===== src/rtl/hftd_pkg.sv =====
// package for the humidity and temperature frame decoder
// holds byte positions, crc status codes, register indexes, scaling constants and the crc-8 step
// no dependencies
`default_nettype none

package hftd_pkg;

   typedef logic [2:0] byte_pos_type;

   localparam logic [7:0] CRC_POLY = 8'h31;
   localparam logic [7:0] CRC_INIT = 8'hFF;

   localparam byte_pos_type POS_TEMP_HI  = 3'd0;
   localparam byte_pos_type POS_TEMP_LO  = 3'd1;
   localparam byte_pos_type POS_TEMP_CRC = 3'd2;
   localparam byte_pos_type POS_HUM_HI   = 3'd3;
   localparam byte_pos_type POS_HUM_LO   = 3'd4;
   localparam byte_pos_type POS_HUM_CRC  = 3'd5;

   localparam logic [1:0] CRC_OK       = 2'd0;
   localparam logic [1:0] CRC_BAD_TEMP = 2'd1;
   localparam logic [1:0] CRC_BAD_HUM  = 2'd2;

   localparam logic CSR_TEMP_LIMIT = 1'b0;
   localparam logic CSR_HUM_LIMIT  = 1'b1;

   localparam logic [14:0] TEMP_LIMIT_RESET = 15'd3000;
   localparam logic [13:0] HUM_LIMIT_RESET  = 14'd7000;

   localparam logic [14:0] TEMP_OFFSET = 15'd4500;
   localparam logic [14:0] TEMP_SPAN   = 15'd17500;
   localparam logic [13:0] HUM_SPAN    = 14'd10000;

   // crc-8, msb first, one byte
   function automatic logic [7:0] crc8_byte(input logic [7:0] crc, input logic [7:0] data);
      logic [7:0] c;
      c = crc ^ data;
      for (int i = 0; i < 8; i++) begin
         if (c[7]) begin
            c = {c[6:0], 1'b0} ^ CRC_POLY;
         end else begin
            c = {c[6:0], 1'b0};
         end
      end
      return c;
   endfunction

endpackage

`default_nettype wire


===== src/rtl/hftd_scale.sv =====
// raw sensor word to hundredths: floor(span * raw / 65535), span picked for temperature or humidity
// depends on hftd_pkg
`default_nettype none

module hftd_scale import hftd_pkg::*; (
   input  wire logic [15:0] raw_word,
   input  wire logic        temp_sel,
   output logic      [14:0] scaled
);

   logic [14:0] gain;
   logic [30:0] product;
   logic [30:0] rounded;

   always_comb begin
      gain    = temp_sel ? TEMP_SPAN : {1'b0, HUM_SPAN};
      product = 31'(raw_word) * 31'(gain);
      // x / 65535 == (x + (x >> 16) + 1) >> 16 over this range
      rounded = product + 31'(product[30:16]) + 31'd1;
      scaled  = rounded[30:16];
   end

endmodule

`default_nettype wire


===== src/rtl/humidity_temp_frame_decoder.sv =====
// top level of the humidity and temperature frame decoder
// depends on hftd_pkg and hftd_scale
//
// req channel: one sensor byte per transaction, req_frame_start marks the first byte
// of a six-byte frame (temperature word, crc, humidity word, crc) and resynchronizes
// the byte count; without a mark the count wraps after the sixth byte.
// rsp channel: one transaction per complete frame with the last good temperature
// (hundredths of a degree), humidity (hundredths of a percent), crc status and alarm.
// csr port: index 0 temperature alarm limit, index 1 humidity alarm limit.
// throughput: one byte per cycle while req_stall is low; the word scaling runs on
// the byte that completes each word, so the frame's last byte only does compares.
// the result is registered: on rsp in the cycle after the sixth byte is taken.
// the result register holds until taken; bytes of the next frame keep flowing, and
// only a byte that arrives with the count at the sixth position (the frame's last
// byte, or a marked byte there) waits (req_stall) while the previous result is held.
// reset: byte count at the frame start, crc preset, good values and alarm zero,
// limits at 3000 and 7000, rsp_valid low.
`default_nettype none

module humidity_temp_frame_decoder import hftd_pkg::*; (
   input  wire logic        clock,
   input  wire logic        reset,
   input  wire logic        req_valid,
   output logic             req_stall,
   input  wire logic [7:0]  req_rx_byte,
   input  wire logic        req_frame_start,
   output logic             rsp_valid,
   input  wire logic        rsp_stall,
   output logic      [14:0] rsp_temp_centideg,
   output logic      [13:0] rsp_hum_centipct,
   output logic      [1:0]  rsp_crc_status,
   output logic             rsp_alarm,
   input  wire logic        csr_write,
   input  wire logic        csr_index,
   input  wire logic [14:0] csr_wdata
);

   byte_pos_type byte_position_ff, byte_position_in;
   logic [7:0]   running_crc_ff, running_crc_in;
   logic [1:0]   frame_error_ff, frame_error_in;
   logic [7:0]   word_hi_ff, word_hi_in;
   logic [14:0]  temp_new_ff, temp_new_in;
   logic [13:0]  hum_new_ff, hum_new_in;
   logic [14:0]  temp_limit_ff, temp_limit_in;
   logic [13:0]  hum_limit_ff, hum_limit_in;
   logic         rsp_valid_ff, rsp_valid_in;
   logic [14:0]  rsp_temp_ff, rsp_temp_in;
   logic [13:0]  rsp_hum_ff, rsp_hum_in;
   logic [1:0]   rsp_status_ff, rsp_status_in;
   logic         rsp_alarm_ff, rsp_alarm_in;

   logic         accept;
   byte_pos_type pos;
   logic [7:0]   crc_base;
   logic [7:0]   crc_next;
   logic [14:0]  scaled;
   logic [1:0]   final_error;

   assign req_stall = rsp_valid_ff && (byte_position_ff >= POS_HUM_CRC);
   assign accept    = req_valid && !req_stall;
   assign pos       = req_frame_start ? POS_TEMP_HI : byte_position_ff;

   hftd_scale u_scale (
      .raw_word (({word_hi_ff, req_rx_byte})),
      .temp_sel (pos == POS_TEMP_LO),
      .scaled   (scaled)
   );

   always_comb begin
      crc_base = (pos inside {POS_TEMP_HI, POS_HUM_HI}) ? CRC_INIT : running_crc_ff;
      crc_next = crc8_byte(crc_base, req_rx_byte);
   end

   always_comb begin
      byte_position_in = byte_position_ff;
      running_crc_in   = running_crc_ff;
      frame_error_in   = frame_error_ff;
      word_hi_in       = word_hi_ff;
      temp_new_in      = temp_new_ff;
      hum_new_in       = hum_new_ff;
      temp_limit_in    = temp_limit_ff;
      hum_limit_in     = hum_limit_ff;
      rsp_valid_in     = rsp_valid_ff && rsp_stall;
      rsp_temp_in      = rsp_temp_ff;
      rsp_hum_in       = rsp_hum_ff;
      rsp_status_in    = rsp_status_ff;
      rsp_alarm_in     = rsp_alarm_ff;
      final_error      = frame_error_ff;

      if (csr_write) begin
         case (csr_index)
            CSR_TEMP_LIMIT: temp_limit_in = csr_wdata;
            CSR_HUM_LIMIT:  hum_limit_in  = csr_wdata[13:0];
            default: ;
         endcase
      end

      if (accept) begin
         byte_position_in = pos + 3'd1;
         case (pos)
            POS_TEMP_HI: begin
               frame_error_in = CRC_OK;
               word_hi_in     = req_rx_byte;
               running_crc_in = crc_next;
            end
            POS_TEMP_LO: begin
               temp_new_in    = scaled - TEMP_OFFSET;
               running_crc_in = crc_next;
            end
            POS_TEMP_CRC: begin
               if (req_rx_byte != running_crc_ff) begin
                  frame_error_in = CRC_BAD_TEMP;
               end
               running_crc_in = CRC_INIT;
            end
            POS_HUM_HI: begin
               word_hi_in     = req_rx_byte;
               running_crc_in = crc_next;
            end
            POS_HUM_LO: begin
               hum_new_in     = scaled[13:0];
               running_crc_in = crc_next;
            end
            default: begin
               if (frame_error_ff == CRC_OK && req_rx_byte != running_crc_ff) begin
                  final_error = CRC_BAD_HUM;
               end
               if (final_error == CRC_OK) begin
                  rsp_temp_in  = temp_new_ff;
                  rsp_hum_in   = hum_new_ff;
                  rsp_alarm_in = ($signed(temp_new_ff) >= $signed(temp_limit_ff))
                                 || (hum_new_ff >= hum_limit_ff);
               end
               frame_error_in   = final_error;
               rsp_status_in    = final_error;
               rsp_valid_in     = 1'b1;
               running_crc_in   = CRC_INIT;
               byte_position_in = POS_TEMP_HI;
            end
         endcase
      end
   end

   always_ff @(posedge clock) begin
      if (reset) begin
         byte_position_ff <= POS_TEMP_HI;
         running_crc_ff   <= CRC_INIT;
         frame_error_ff   <= CRC_OK;
         temp_limit_ff    <= TEMP_LIMIT_RESET;
         hum_limit_ff     <= HUM_LIMIT_RESET;
         rsp_valid_ff     <= 1'b0;
         rsp_temp_ff      <= '0;
         rsp_hum_ff       <= '0;
         rsp_status_ff    <= CRC_OK;
         rsp_alarm_ff     <= 1'b0;
      end else begin
         byte_position_ff <= byte_position_in;
         running_crc_ff   <= running_crc_in;
         frame_error_ff   <= frame_error_in;
         temp_limit_ff    <= temp_limit_in;
         hum_limit_ff     <= hum_limit_in;
         rsp_valid_ff     <= rsp_valid_in;
         rsp_temp_ff      <= rsp_temp_in;
         rsp_hum_ff       <= rsp_hum_in;
         rsp_status_ff    <= rsp_status_in;
         rsp_alarm_ff     <= rsp_alarm_in;
      end
   end

   always_ff @(posedge clock) begin
      word_hi_ff  <= word_hi_in;
      temp_new_ff <= temp_new_in;
      hum_new_ff  <= hum_new_in;
   end

   assign rsp_valid         = rsp_valid_ff;
   assign rsp_temp_centideg = rsp_temp_ff;
   assign rsp_hum_centipct  = rsp_hum_ff;
   assign rsp_crc_status    = rsp_status_ff;
   assign rsp_alarm         = rsp_alarm_ff;

endmodule

`default_nettype wire


===== config.mk =====
export PLATFORM = sky130hd
export DESIGN_NAME = humidity_temp_frame_decoder
export DESIGN_NICKNAME = d
export VERILOG_FILES = /design/src/rtl/hftd_pkg.sv /design/src/rtl/hftd_scale.sv /design/src/rtl/humidity_temp_frame_decoder.sv
export SDC_FILE = /design/constraint.sdc
export NUM_CORES = 1
export LEC_CHECK = 0
export ABC_AREA = 1
export ABC_CLOCK_PERIOD_IN_PS = 10560
export BUFFER_PORTS_ARGS = -buffer_cell sky130_fd_sc_hd__buf_2
export CORE_MARGIN = 4
export CORE_UTILIZATION = 64
export DETAILED_ROUTE_END_ITERATION = 12
export GPL_ROUTABILITY_DRIVEN = 1
export GPL_TIMING_DRIVEN = 0
export HOLD_SLACK_MARGIN = 0.05
export PLACE_DENSITY = 0.89
export SYNTH_ARGS = -nofsm -noshare
export SYNTH_HDL_FRONTEND = slang
export SYNTH_SLANG_ARGS = --single-unit

===== constraint.sdc =====
create_clock -name clock -period 10.56 [get_ports clock]
set_clock_uncertainty 0.1 [all_clocks]
set_input_delay 0.528 -clock clock [delete_from_list [all_inputs] [get_ports clock]]
set_output_delay 0.528 -clock clock [all_outputs]
set_load 0.02 [all_outputs]

== Yosys cells after proc, flatten, opt, wreduce, memory -nomap -nowiden ==
Cells that the tools add are included.

* $add $sub $neg: 4
* $mul: 1
* Magnitude comparators: 3
* Equality and inequality tests: 6
* Multiplexer cells: 20
* Bitwise logic cells: 12
* Reductions and logical operators: 22

{| class="wikitable"
|+ Operators by type and width
! operator !! number
|-
| $mux W6 || 8
|-
| $add A31 B1 Y31 const B || 1
|-
| $add A31 B15 Y31 || 1
|-
| $mul A16 B15 Y31 || 1
|-
| $not A3 Y3 || 8
|-
| $mux W8 || 2
|-
| $ge A15 B15 Y1 || 1
|-
| $mux W15 || 1
|-
| $sub A15 B13 Y15 const B || 1
|-
| $ge A14 B14 Y1 || 1
|-
| $reduce_and A2 Y1 || 6
|-
| $mux W2 || 4
|-
| $ne A8 B8 Y1 || 1
|-
| $xor A8 B8 Y8 || 1
|-
| $eq A3 B2 Y1 const B || 2
|-
| $mux W3 || 2
|-
| $pmux W2 S3 || 1
|-
| $reduce_and A3 Y1 || 2
|-
| $reduce_or A5 Y1 || 1
|-
| $logic_and A1 B1 Y1 || 4
|-
| $logic_not A2 Y1 || 2
|-
| $reduce_or A4 Y1 || 1
|-
| $add A3 B1 Y3 const B || 1
|-
| $eq A3 B1 Y1 const B || 1
|-
| other kinds (11) || 14
|}

* Bits in registers: 112
* Bits of input ports: 30
* Logic and storage cells: 81

== Logic depth before layout (Yosys ltp) ==
* Word-level depth: 22
* Depth in mapped cells: 49
* Gate-level depth less buffers: 47

== Modules after synthesis ==
Synthesis repeated with hierarchy kept, for this count alone.

* Cells, all modules: 1,558
* Area, all modules: 12,047.8 µm²

{| class="wikitable"
|+ Modules (own cells, without submodules)
! module !! times used !! cells each !! area each (µm²)
|-
| hftd_scale || 1 || 932 || 6,673.9
|-
| humidity_temp_frame_decoder || 1 || 626 || 5,373.9
|}

== Least setup slack after synthesis ==
Ideal clock, no wire load.

* Kind: input-to-reg
* Start: input req_frame_start
* End: register temp_new_ff[12] (data pin)
* Arrival time: 7,156 ps
* Required time: 10,202 ps
* Slack: 3,046 ps
* Stages: 42
* Path buffers: 2
* Path through: nor2_1 inv_1 ha_1 nand2_1 clkbuf_1 nor2_1 ha_1 inv_1 fa_1 inv_1 fa_1 fa_1 fa_1 ha_1 ha_1 a21oi_2 nor2_1 nor2_1 [... 6 more ...] nand3b_1 nand2_1 nand2_1 nand2_1 nand3_2 nand2_2 buf_6 nand3_1 nand2_1 nand2_1 inv_1 ha_1 inv_1 nand2_2 nand2_1 nand2_1 nand2_1 xor2_1

* Word-level cells in the longest chain between the ends: 7

{| class="wikitable"
|+ RTL lines
! item !! RTL line !! RTL
|-
| from (decl) || humidity_temp_frame_decoder.sv:26 || <nowiki>input wire logic req_frame_start,</nowiki>
|-
| $mux W3 || humidity_temp_frame_decoder.sv:61 || <nowiki>assign pos = req_frame_start ? POS_TEMP_HI : byte_position_ff;</nowiki>
|-
| $eq A3 B1 Y1 || humidity_temp_frame_decoder.sv:65 || <nowiki>.temp_sel (pos == POS_TEMP_LO),</nowiki>
|-
| $mux W15 || hftd_scale.sv:16 || <nowiki>gain = temp_sel ? TEMP_SPAN : {1'b0, HUM_SPAN};</nowiki>
|-
| $mul A16 B15 Y31 || hftd_scale.sv:17 || <nowiki>product = 31'(raw_word) * 31'(gain);</nowiki>
|-
| $add A31 B15 Y31 || hftd_scale.sv:19 || <nowiki>rounded = product + 31'(product[30:16]) + 31'd1;</nowiki>
|-
| $add A31 B1 Y31 || hftd_scale.sv:19 ||
|-
| net scaled[2] || humidity_temp_frame_decoder.sv:56 || <nowiki>logic [14:0] scaled;</nowiki>
|-
| $sub A15 B13 Y15 || humidity_temp_frame_decoder.sv:107 || <nowiki>temp_new_in = scaled - TEMP_OFFSET;</nowiki>
|-
| to (signal assigned) || humidity_temp_frame_decoder.sv:172 || <nowiki>temp_new_ff <= temp_new_in;</nowiki>
|-
| to (decl) || humidity_temp_frame_decoder.sv:42 || <nowiki>logic [14:0] temp_new_ff, temp_new_in;</nowiki>
|}

The timed path passes the listed nets, and every way through them passes these cells.
A chain may end at the register's enable or synchronous reset.

== Worst setup path in the final report ==
* Start: register byte_position_ff[1]
* End: register temp_new_ff[12] (data pin)

* Word-level cells in the longest chain between the ends: 7

{| class="wikitable"
|+ RTL lines
! item !! RTL line !! RTL
|-
| from (decl) || humidity_temp_frame_decoder.sv:38 || <nowiki>byte_pos_type byte_position_ff, byte_position_in;</nowiki>
|-
| from (signal assigned) || humidity_temp_frame_decoder.sv:157 || <nowiki>byte_position_ff <= byte_position_in;</nowiki>
|-
| $mux W3 || humidity_temp_frame_decoder.sv:61 ||
|-
| $eq A3 B1 Y1 || humidity_temp_frame_decoder.sv:65 ||
|-
| $mux W15 || hftd_scale.sv:16 ||
|-
| $mul A16 B15 Y31 || hftd_scale.sv:17 ||
|-
| $add A31 B15 Y31 || hftd_scale.sv:19 ||
|-
| $add A31 B1 Y31 || hftd_scale.sv:19 ||
|-
| net scaled[2] || humidity_temp_frame_decoder.sv:56 ||
|-
| $sub A15 B13 Y15 || humidity_temp_frame_decoder.sv:107 ||
|}

The timed path passes the listed nets, and every way through them passes these cells.

==> run metrics <==
total core area=0.0181 sq mm; Least-Margin Pin Slew=1.33 ns; proportion of layout cells with a drive suffix above 1=9.78%; Synth async-reset ratio=0%; initial antenna violation count=0; IO buf count=63; most frequent cells in the layout=nand2_1, inv_1, ha_1, nor2_1, a21oi_1; Buf+Inv Stages, Crit Path=9; Synth Flop Type=dfxtp_1; RD Place Congestion=0.969; delay of the slowest critical-path stage=0.56 ns; die width=144 microns; Tot GR Track Use=30.3%; ANT cells=0; vias per cell=5.62; GRT Residual Overflow=0; Final Cycle Share=83.9%; WL/cell=16.5 microns; most common cell after layout, fill and taps aside=nand2_1; R2R depth=41; largest area contributor in the netlist=ha_1; Slew headroom=10.9%; RSZ-0062 raised after global routing=false; number of distinct library cells after synthesis=52; vias in the first global route=10,400; CP Class=register to register; final setup fails=0; H-tree depth=3; minimum clock period=8.85 ns; slowest library cell on the worst path=fa_1; met1 usage=41.3%; clock net sink count=112; WP data arrival=8.95 ns; via total after detailed routing=10,400; Initial DRC Count=894; Netlist Area Pre-Place=0.0119 sq mm; cts bufs inserted=9; post_cts resized=0; #FFs+latches synth=112; Slew Viols, Final=0; postcts setup bufs=0; maxcap violations=0; status=finished clean; total die area=0.0208 sq mm; Die H=144 microns; CP max FO=10; Crit. End Element=register; Cells after Synth=1,508; clock root cell=clkbuf_16; met2 Track Usage GR=50.7%; CTS tree=yes; initial core utilization=65.7%; DP HPWL=25.2 mm; Synth-to-Final Area Change=8.65%; Ys Warns=0; top cells by area, synth=ha_1, fa_1, dfxtp_1, nand2_1, edfxtp_1; Max clock buf depth=2; Fill cells=1,397; Antenna Violating Nets Remaining=0; Final Hold Vio Count=0; Req. time, crit path=10.65 ns; hold bufs inserted after CTS=0; 1st-pass router iterations=5; delay-heaviest family, CP=adder cells; Fmax=113 MHz; mean post-synth cell area=7.88 sq um; setup_tns=0 ns; Hold Path Depth=3; largest net degree at the start of global routing=24; WL final=30.4 mm; CP Launch Type=register; first-pass GRT wire length=50.1 mm; IO Pins=64; GR Layer Usage met3=3.31%; most used routing layer=met2; CP Depth=41; clk slew on worst S/H paths=0.08 ns; sequential area share after synthesis=22.0%; Post-synth EDFFs=37; HP Class=input pin to register; R2R Setup Slk=1.71 ns; clk_lat worst skew=0.37 ns; Row Count=49; drc violations=0; share of the synthesized area in the top cell type=17.9%; Layout Nets=1,900; hold slack=0.305 ns
==> synth_stat cells (5+ instances only) <==
| master | instances |
|---|---|
| nand2_2 | 25 |
| a21oi_1 | 100 |
| nor3_1 | 10 |
| inv_1 | 266 |
| nor2_1 | 124 |
| xnor2_1 | 9 |
| nand2_1 | 303 |
| fa_1 | 90 |
| nand3_2 | 8 |
| a211oi_1 | 6 |
| nor2_2 | 5 |
| edfxtp_1 | 37 |
| o211ai_1 | 16 |
| ha_1 | 170 |
| xor2_1 | 33 |
| nand4_1 | 26 |
| dfxtp_1 | 75 |
| nand3_1 | 59 |
| inv_2 | 12 |
| o21ai_0 | 57 |
| clkbuf_1 | 21 |
==> worst reg2reg max path: cells and delay by family, from the launching register on <==
kind                     cells  cell delay (ns)
XOR/XNOR                     2             0.64
flip-flops                   1             0.37
AND/OR/NAND/NOR             17             2.21
adder cells (fa/ha/maj)      9             3.51
buffers and inverters        9             1.26
AO/OA/AOI/OAI                4             0.61
==> layer usage <==
metal | vias to the layer above | wire length [microns]
met5 | - | 0
met4 | 0 | 854
met3 | 77 | 2160
met2 | 438 | 14200
met1 | 4844 | 13200
li1 | 5012 | -
==> worst paths after layout <==
check | startpoint | end
worst max-delay path | byte_position_ff[1] | temp_new_ff[12]
worst min register to register | rsp_hum_centipct[5] | rsp_hum_centipct[5]
worst max register to register | byte_position_ff[1] | temp_new_ff[12]
worst min-delay path | csr_wdata[4] | hum_limit_ff[4]
==> final cells by class <==
cell class / instances / area, sq um / share of cell area, %
buffer: 26 / 108 / 0.834
clock buffer: 9 / 225 / 1.74
clock inverter: 7 / 91.3 / 0.708
inverter: 279 / 1050 / 8.11
multi-input combinational: 1118 / 8210 / 63.6
sequential: 112 / 2610 / 20.2
tap: 229 / 287 / 2.22
timing repair buffer: 64 / 323 / 2.50
==> state kept, by name (all words and copies together) (netlist names), 2 cells and up <==
name               flops
rsp_crc_status         2
temp_new_ff           15
temp_limit_ff         15
word_hi_ff             8
running_crc_ff         8
rsp_temp_centideg     15
hum_new_ff            14
hum_limit_ff          14
frame_error_ff         2
rsp_hum_centipct      14
byte_position_ff       3
==> kinds of logic after synthesis <==
| group | synth area share (%) |
|---|---|
| compound gates | 9.04 |
| buf+inv | 9.72 |
| xor+xnor | 3.88 |
| simple gates | 22.1 |
| flops | 22.0 |
| fa+ha+maj | 33.1 |
| other cells | 0.0632 |
| mux | 0.169 |
==> metrics by stage <==
| step | setup slack, ns | std cells | cell area (sq um) | utilization [%] |
|---|---|---|---|---|
| 6_report | 1.71 | 1844 | 12900 | 71.4 |
| 3_3_place_gp | 1.89 | 1827 | 12600 | 69.6 |
| 3_5_place_dp | 1.67 | 1827 | 12600 | 69.6 |
| 4_1_cts | 1.84 | 1843 | 12900 | 71.3 |
| 2_1_floorplan | 3.05 | 1535 | 12000 | - |
| 5_1_grt | 0.998 | 1844 | 12900 | 71.4 |
Power is left out: the tool's default activity adds up to more than one toggle a clock period on the data nets, which glitch-free logic cannot reach.
